`src/hdl/pflu_pkg.sv`:
```
// Shared types and constants of the polygon face lighting unit.
// No dependencies; used by pflu_fmul, pflu_fadd and the top level.
package pflu_pkg;

  // Operand class after unpacking; decides the special-case result.
  typedef enum logic [1:0] {
    FC_NUM  = 2'd0,
    FC_ZERO = 2'd1,
    FC_INF  = 2'd2,
    FC_NAN  = 2'd3
  } fclass_e;

  // Register index, byte address bits [3:2].
  typedef enum logic [1:0] {
    REG_LIGHT_X = 2'd0,
    REG_LIGHT_Y = 2'd1,
    REG_LIGHT_Z = 2'd2,
    REG_SPEC    = 2'd3
  } reg_idx_e;

  localparam logic [31:0] FP_ONE      = 32'h3F80_0000;
  localparam logic [31:0] FP_TWO      = 32'h4000_0000;
  localparam logic [31:0] FP_POS_ZERO = 32'h0000_0000;
  localparam logic [31:0] FP_NEG_ZERO = 32'h8000_0000;
  localparam logic [31:0] FP_QNAN     = 32'h7FC0_0000;
  localparam logic [31:0] LIGHT_Z_RST = 32'h3F80_0000;

  function automatic logic fp_is_nan(logic [31:0] v);
    fp_is_nan = (v[30:23] == 8'hFF) && (v[22:0] != 23'd0);
  endfunction

  // True when the value compares below zero (not NaN, not a zero).
  function automatic logic fp_is_neg(logic [31:0] v);
    fp_is_neg = v[31] && !fp_is_nan(v) && (v[30:0] != 31'd0);
  endfunction

endpackage

```
`src/hdl/pflu_fmul.sv`:
```
// Three-stage IEEE single multiplier, round to nearest even, subnormals kept.
// Depends on pflu_pkg. Carries a sideband word with the same latency.
module pflu_fmul #(
  parameter int SW = 32
) (
  input  logic          clk_i,
  input  logic          rst_ni,
  input  logic          en_i,
  input  logic          v_i,
  input  logic [31:0]   a_i,
  input  logic [31:0]   b_i,
  input  logic [SW-1:0] side_i,
  output logic          v_o,
  output logic [31:0]   y_o,
  output logic [SW-1:0] side_o
);
  import pflu_pkg::*;

  logic v1_q, v2_q, v3_q;
  logic [SW-1:0] sd1_q, sd2_q, sd3_q;

  // stage 1: unpack and mantissa product
  logic              sg1_q;
  fclass_e           c1_q;
  logic signed [10:0] e1_q;
  logic [47:0]       p1_q;
  logic              sg1_d;
  fclass_e           c1_d;
  logic signed [10:0] e1_d;
  logic [47:0]       p1_d;

  always_comb begin
    logic [7:0]  ea, eb;
    logic [23:0] ma, mb;
    logic na, nb, ia, ib, za, zb;
    ea = (a_i[30:23] == 8'd0) ? 8'd1 : a_i[30:23];
    eb = (b_i[30:23] == 8'd0) ? 8'd1 : b_i[30:23];
    ma = {a_i[30:23] != 8'd0, a_i[22:0]};
    mb = {b_i[30:23] != 8'd0, b_i[22:0]};
    na = fp_is_nan(a_i);
    nb = fp_is_nan(b_i);
    ia = (a_i[30:0] == 31'h7F80_0000);
    ib = (b_i[30:0] == 31'h7F80_0000);
    za = (a_i[30:0] == 31'd0);
    zb = (b_i[30:0] == 31'd0);
    sg1_d = a_i[31] ^ b_i[31];
    if (na || nb || (ia && zb) || (za && ib)) begin
      c1_d = FC_NAN;
    end else if (ia || ib) begin
      c1_d = FC_INF;
    end else if (za || zb) begin
      c1_d = FC_ZERO;
    end else begin
      c1_d = FC_NUM;
    end
    e1_d = $signed({3'b000, ea}) + $signed({3'b000, eb}) - 11'sd126;
    p1_d = ma * mb;
  end

  // stage 2: leading-zero count and normalize
  logic              sg2_q;
  fclass_e           c2_q;
  logic signed [10:0] e2_q;
  logic [47:0]       n2_q;
  logic signed [10:0] e2_d;
  logic [47:0]       n2_d;

  always_comb begin
    logic [5:0] lz;
    lz = 6'd0;
    for (int i = 0; i < 48; i++) begin
      if (p1_q[i]) begin
        lz = 6'(47 - i);
      end
    end
    n2_d = p1_q << lz;
    e2_d = e1_q - $signed({5'd0, lz});
  end

  // stage 3: denormalize on underflow, round, pack
  logic [31:0] y3_d, y3_q;

  always_comb begin
    logic [10:0] sh_raw;
    logic [6:0]  sh;
    logic [95:0] wide;
    logic [47:0] nn;
    logic        lost, g, st, inc;
    logic [23:0] mant;
    logic [7:0]  ef;
    logic [30:0] mag;
    sh_raw = 11'(11'sd1 - e2_q);
    if (e2_q >= 11'sd1) begin
      sh = 7'd0;
    end else if (sh_raw > 11'd49) begin
      sh = 7'd49;
    end else begin
      sh = sh_raw[6:0];
    end
    wide = {n2_q, 48'd0} >> sh;
    nn   = wide[95:48];
    lost = |wide[47:0];
    mant = nn[47:24];
    g    = nn[23];
    st   = (|nn[22:0]) | lost;
    inc  = g & (st | mant[0]);
    ef   = (e2_q >= 11'sd1) ? e2_q[7:0] : 8'd0;
    mag  = {ef, mant[22:0]} + 31'(inc);
    case (c2_q)
      FC_NAN:  y3_d = FP_QNAN;
      FC_INF:  y3_d = {sg2_q, 8'hFF, 23'd0};
      FC_ZERO: y3_d = {sg2_q, 31'd0};
      default: begin
        if (e2_q >= 11'sd255) begin
          y3_d = {sg2_q, 8'hFF, 23'd0};
        end else begin
          y3_d = {sg2_q, mag};
        end
      end
    endcase
  end

  always_ff @(posedge clk_i or negedge rst_ni) begin
    if (!rst_ni) begin
      v1_q <= 1'b0;
      v2_q <= 1'b0;
      v3_q <= 1'b0;
    end else if (en_i) begin
      v1_q <= v_i;
      v2_q <= v1_q;
      v3_q <= v2_q;
    end
  end

  always_ff @(posedge clk_i) begin
    if (en_i) begin
      sg1_q <= sg1_d;
      c1_q  <= c1_d;
      e1_q  <= e1_d;
      p1_q  <= p1_d;
      sd1_q <= side_i;
      sg2_q <= sg1_q;
      c2_q  <= c1_q;
      e2_q  <= e2_d;
      n2_q  <= n2_d;
      sd2_q <= sd1_q;
      y3_q  <= y3_d;
      sd3_q <= sd2_q;
    end
  end

  assign v_o    = v3_q;
  assign y_o    = y3_q;
  assign side_o = sd3_q;

endmodule

```
`config.mk`:
```
export PLATFORM = sky130hd
export DESIGN_NAME = pflu_fmul
export DESIGN_NICKNAME = d
export VERILOG_FILES = /design/src/hdl/pflu_pkg.sv /design/src/hdl/pflu_fmul.sv
export SDC_FILE = /design/constraint.sdc
export NUM_CORES = 2
export LEC_CHECK = 0
export BUFFER_PORTS_ARGS = -buffer_cell sky130_fd_sc_hd__buf_2
export CAP_MARGIN = 10
export CELL_PAD_IN_SITES_DETAIL_PLACEMENT = 1
export CELL_PAD_IN_SITES_GLOBAL_PLACEMENT = 1
export CORE_AREA = 2 2 318 320
export CTS_BUF_LIST = sky130_fd_sc_hd__clkbuf_2
export DETAILED_ROUTE_END_ITERATION = 12
export DIE_AREA = 0 0 320 322
export GPL_TIMING_DRIVEN = 0
export PLACE_DENSITY_LB_ADDON = 0.1
export SYNTH_ARGS = -nofsm -noshare
export SYNTH_HDL_FRONTEND = slang
export SYNTH_SLANG_ARGS = --single-unit
```
`constraint.sdc`:
```
create_clock -name clk_i -period 9.6 [get_ports clk_i]
set_clock_uncertainty 0.15 [all_clocks]
set_input_delay 0.48 -clock clk_i [delete_from_list [all_inputs] [get_ports clk_i]]
set_output_delay 0.48 -clock clk_i [all_outputs]
set_load 0.01 [all_outputs]
```
# Word-level counts from Yosys, hierarchy flattened
# Index checks and enable logic that the tools add are counted.
# W data, S select, Z words.
dict set report totals {
  word_cells 115
  ff_bits 255
  inputBits 100
  output_inout_bits 65
}
dict set report op_classes {
  n_eq_ne 7
  mul 1
  n_addsub 5
  n_shift 2
  n_bitwise 4
  muxes 57
  magnitude_cmp 3
  n_reduce_logical 20
}
# cell count
set ops {}
lappend ops {{$mux W6} 48}
lappend ops {{$pmux W32 S3} 1}
lappend ops {{$shr A96 B7 Y95} 1}
lappend ops {{$eq A31 B31 Y1 const B} 2}
lappend ops {{$logic_not A31 Y1} 2}
lappend ops {{$mul A24 B24 Y48} 1}
lappend ops {{$reduce_or A48 Y1} 1}
lappend ops {{$shl A48 B6 Y48} 1}
lappend ops {{$reduce_bool A23 Y1} 2}
lappend ops {{$add A31 B1 Y31} 1}
lappend ops {{$mux W31} 1}
lappend ops {{$mux W8} 3}
lappend ops {{$reduce_or A23 Y1} 1}
lappend ops {{$eq A8 B8 Y1 const B} 2}
lappend ops {{$logic_not A8 Y1} 2}
lappend ops {{$reduce_bool A8 Y1} 2}
lappend ops {{$mux W7} 2}
lappend ops {{$ge A11 B2 Y1 const B} 1}
lappend ops {{$ge A11 B9 Y1 const B} 1}
lappend ops {{$gt A11 B6 Y1 const B} 1}
lappend ops {{$sub A11 B7 Y11} 1}
lappend ops {{$sub A2 B11 Y11 const A} 1}
lappend ops {{$sub A9 B7 Y10 const B} 1}
lappend ops {{$add A8 B8 Y9} 1}
lappend ops {{other kinds (9)} 19}

# Depth between registers and ports, before layout
dict set report logic_depth {
  word_depth 49
  ltp_mapped 30
}

# Worst setup path after synthesis
# No wires, ideal clock.
dict set report synth_path {
  path_kind {input to register}
  from {input port b_i[6]}
  to {register p1_q[46], data pin}
  path_buffers 2
  stages 27
  required_ns 9.192
  arrival_ns 7.355
  setup_time_ns 0.258
  slack_ns 1.838
  cell_sequence {clkbuf_1 clkbuf_1 nand2_1 fa_1 inv_1 fa_1 fa_1 fa_1 fa_1 inv_1 fa_1 inv_1 fa_1 ha_1 a21o_1 a21o_1 a21oi_1 o31ai_1 o21a_1 a41o_1 a22o_1 o41a_1 a211oi_1 a21oi_1 o21a_1 nor2_1 xnor2_1}
}
dict set report synth_via {
  elab_chain_len 1
}
# item line
set synth_lines {}
lappend synth_lines {{start: declaration} pflu_fmul.sv:11} ;# input logic [31:0] b_i,
lappend synth_lines {{$mul A24 B24 Y48} pflu_fmul.sv:57} ;# p1_d = ma * mb;
lappend synth_lines {{via p1_d[46]} pflu_fmul.sv:30} ;# logic [47:0] p1_d;
lappend synth_lines {{end signal: assignment} pflu_fmul.sv:140} ;# p1_q <= p1_d;
lappend synth_lines {{end: declaration} pflu_fmul.sv:26} ;# logic [47:0] p1_q;
# The timed path passes the listed nets, and every way through them passes these cells.
# A chain may end at the register's enable or synchronous reset.

# Worst setup path after layout
dict set report layout_path {
  from {input port b_i[8]}
  to {register p1_q[47], data pin}
}
# Same word-level chain as after synthesis.

==> key figures <==
Status
  • Status: finished, final reports clean

Clocking
  • CTS Buf Count: 61
  • CTS Root Cell: clkbuf_2
  • Number of H-tree levels: 2
  • Clk Latency, worst-skew pair: 1.08 ns
  • CTS tree: built
  • Clock slew at reported path FFs: 0.10 ns
  • Clock sink total: 254
  • CTS Buffer Depth: 3

STA
  • Period Utilization, post-route: 97.3%
  • Final Hold Viols: 0
  • Max-slew headroom: 23.1%
  • Fmax: 107 MHz
  • Final WS setup: 0.263 ns
  • RSZ-0062 raised after global routing: false
  • Min Clock Period, post-route: 9.34 ns
  • Endpoints failing setup: 0
  • Worst-margin pin slew: 1.12 ns
  • Pins Over Slew Limit: 0

Synthesis
  • Synthesized instance count: 3,643
  • Syn avg cell area: 9.48 um2
  • Post-synthesis sequential area ratio: 22.0%
  • Ys async rst share: 1.18%
  • Seq cells post-synth: 254
  • Post-Syn Area: 34,500 um2
  • YS warnings: 0
  • Post-synth EDFFs: 251
  • Post-synthesis cell type count: 93
  • Main synth FF type: edfxtp_1
  • Syn Nets: 4,426

Worst setup path
  • Critical setup path kind: primary input to flop
  • Critical path launch point type: primary input
  • Worst setup startpoint: b_i[8]
  • Critical Path Sink: p1_q[47]$_DFFE_PP_
  • Worst Setup End Kind: flop
  • CP required: 10.27 ns
  • RR Startpoint: e2_q[1]$_DFFE_PP_
  • Worst EP arrival: 10.01 ns
  • Worst R2R End: y_o[30]$_DFFE_PP_
  • Reg2reg path depth: 23
  • Setup slack, reg-to-reg: 2.54 ns
  • CP Max Fanout: 10

Min path
  • Hold WC Path Type: primary input to flop
  • Hold Path Origin: b_i[30]

Place
  • IO buf count: 160
  • Placed Cells: 5,103
  • Pre-CTS setup slack: -0.751 ns
  • Post-DP HPWL: 110 mm
  • Routability cong.: 0.947

Route
  • 1st-iter DRT viols: 1,884
  • Post-route ant nets: 0
  • DR DRC count: 0
  • Detailed Routing Iterations Pass 1: 5
  • DR vias: 28,714
  • WL final: 138 mm
  • Via-to-Cell Ratio: 5.40
  • Routed len/inst: 26.0 um

Floorplan
  • Ports: 165
  • Initial Util: 34.7%
  • Row count: 116
  • Die height: 322 um
  • Die Area: 103,000 um2
  • Chip Width: 320 um
  • Core area: 99,600 um2

Final layout
  • Commonest non-fill, non-tap cell in the layout: inv_1
  • Final std cells w/o fill: 5,315
  • Most frequent cells in the layout: inv_1, nand2_1, fa_1, edfxtp_1, and2_1
  • Fillers: 11,658
  • Nets: 4,756
  • Share of cells above drive strength 1: 9.27%
  • Syn-to-layout area delta: 11.8%

Global route
  • Global-route usage over all layers: 26.7%
  • Number of global-route vias before repair: 30,839
  • Remaining global-route overflow: 0
  • Initial antenna violation count: 8
  • First-pass GRT wire length: 204 mm
  • Largest net degree at the start of global routing: 116

Run
  • Max_cap viols: 0
-- area by class of cell --
cell class / count / area [um2] / area share [%]
inverters: 542 / 2030 / 5.27
well taps: 1298 / 1620 / 4.21
diodes: 4 / 10.0 / 0.0259
clock inverters: 19 / 98.8 / 0.256
multi-input cells: 2639 / 24000 / 62.1
repair buffers: 267 / 1920 / 4.97
clock buffers: 84 / 420 / 1.09
plain buffers: 208 / 902 / 2.34
flip-flops and latches: 254 / 7610 / 19.7
-- per-stage QoR --
stage / area, um2 / utilization [%] / TNS (ns) / hold WS, ns
CTS: 38600 / 38.8 / 0 / 0.00816
finish: 38600 / 38.8 / 0 / 0.152
detailed placement: 37000 / 37.2 / -2.12 / 0.134
floorplan: 34500 / - / 0 / 0.0344
global route: 38600 / 38.8 / 0 / 0.0693
global placement: 37000 / 37.1 / -2.02 / 0.130
-- how the worst min path moves through the flow --
stage                              to  slack (ns)  depth (start not counted)
CTS                 e1_q[7]$_DFFE_PP_       0.008                          6
global placement     v1_q$_DFFE_PN0P_        0.13                          1
global route        p1_q[2]$_DFFE_PP_        0.07                          4
floorplan            v1_q$_DFFE_PN0P_        0.03                          0
detailed placement   v2_q$_DFFE_PN0P_        0.13                          1
finish              e1_q[7]$_DFFE_PP_        0.15                          6
-- layer usage --
layer,track usage (%),share of wire [%],up-vias
li1,-,-,12755
met1,33.6,42,14864
met2,47.0,50,853
met3,3.33,4.9,238
met4,10.0,3.9,4
met5,0,0.020,-
-- cell families (layout without fill, tap and decap cells) --
logic type	after synthesis	count (layout)	synth area share [%]
XOR/XNOR	69	69	1.75
adder cells (fa/ha/maj)	683	683	35.3
buffers and inverters	750	1120	8.50
other	0	4	0
multiplexers	204	204	6.34
AND/OR/NAND/NOR	1177	1177	16.3
AO/OA/AOI/OAI	506	506	9.82
flip-flops	254	254	22.0
-- worst max-delay path: stages --
cell and delay [ns]:
clkbuf_1 0.68, clkbuf_1 0.79, nand2_1 0.15, fa_1 0.52, inv_1 0.05, fa_1 0.47
fa_1 0.49, inv_1 0.05, fa_1 0.50, fa_1 0.57, inv_1 0.06, fa_1 0.49
fa_1 0.50, ha_1 0.35, o21ai_0 0.18, inv_1 0.09, nand3_1 0.14, nor4_1 0.79
o21ai_0 0.41, o31ai_1 1.02, o41ai_1 0.29, nand4b_1 0.30, a31oi_1 0.22, o21ai_0 0.16
a21oi_1 0.18, a31oi_1 0.06
-- flip-flops by register name (all words and copies together) (netlist names), 2 cells and up --
signal,flops
n2_q,48
p1_q,48
sd1_q,32
sd2_q,32
side_o,32
y_o,32
e2_q,11
e1_q,10
c1_q,2
c2_q,2
-- cells in the mapped netlist (all sizes together), types with 25 or more instances --
cell type / instances / area [um2]
nor4: 40 / 265
mux2i: 149 / 1490
nand3: 50 / 250
xnor2: 43 / 377
a211oi: 29 / 228
o21ai: 96 / 484
fa: 484 / 9690
a21o: 35 / 263
edfxtp: 251 / 7540
ha: 199 / 2490
xor2: 26 / 228
inv: 539 / 2020
nor2: 161 / 607
o211ai: 25 / 201
mux2: 48 / 541
a21oi: 132 / 664
clkbuf: 155 / 582
and2: 220 / 1380
nand2: 518 / 1950
nor3: 72 / 370
buf: 53 / 320
-- what timing repair did --
item	4_1_cts	5_1_grt
buffers inserted	0	0
resized for setup	0	0
endpoints found under the hold margin	191	0
hold buffers	105	0
Power is not shown: default switching activity piles up to over one toggle a cycle in this logic, so the estimate is an artifact.
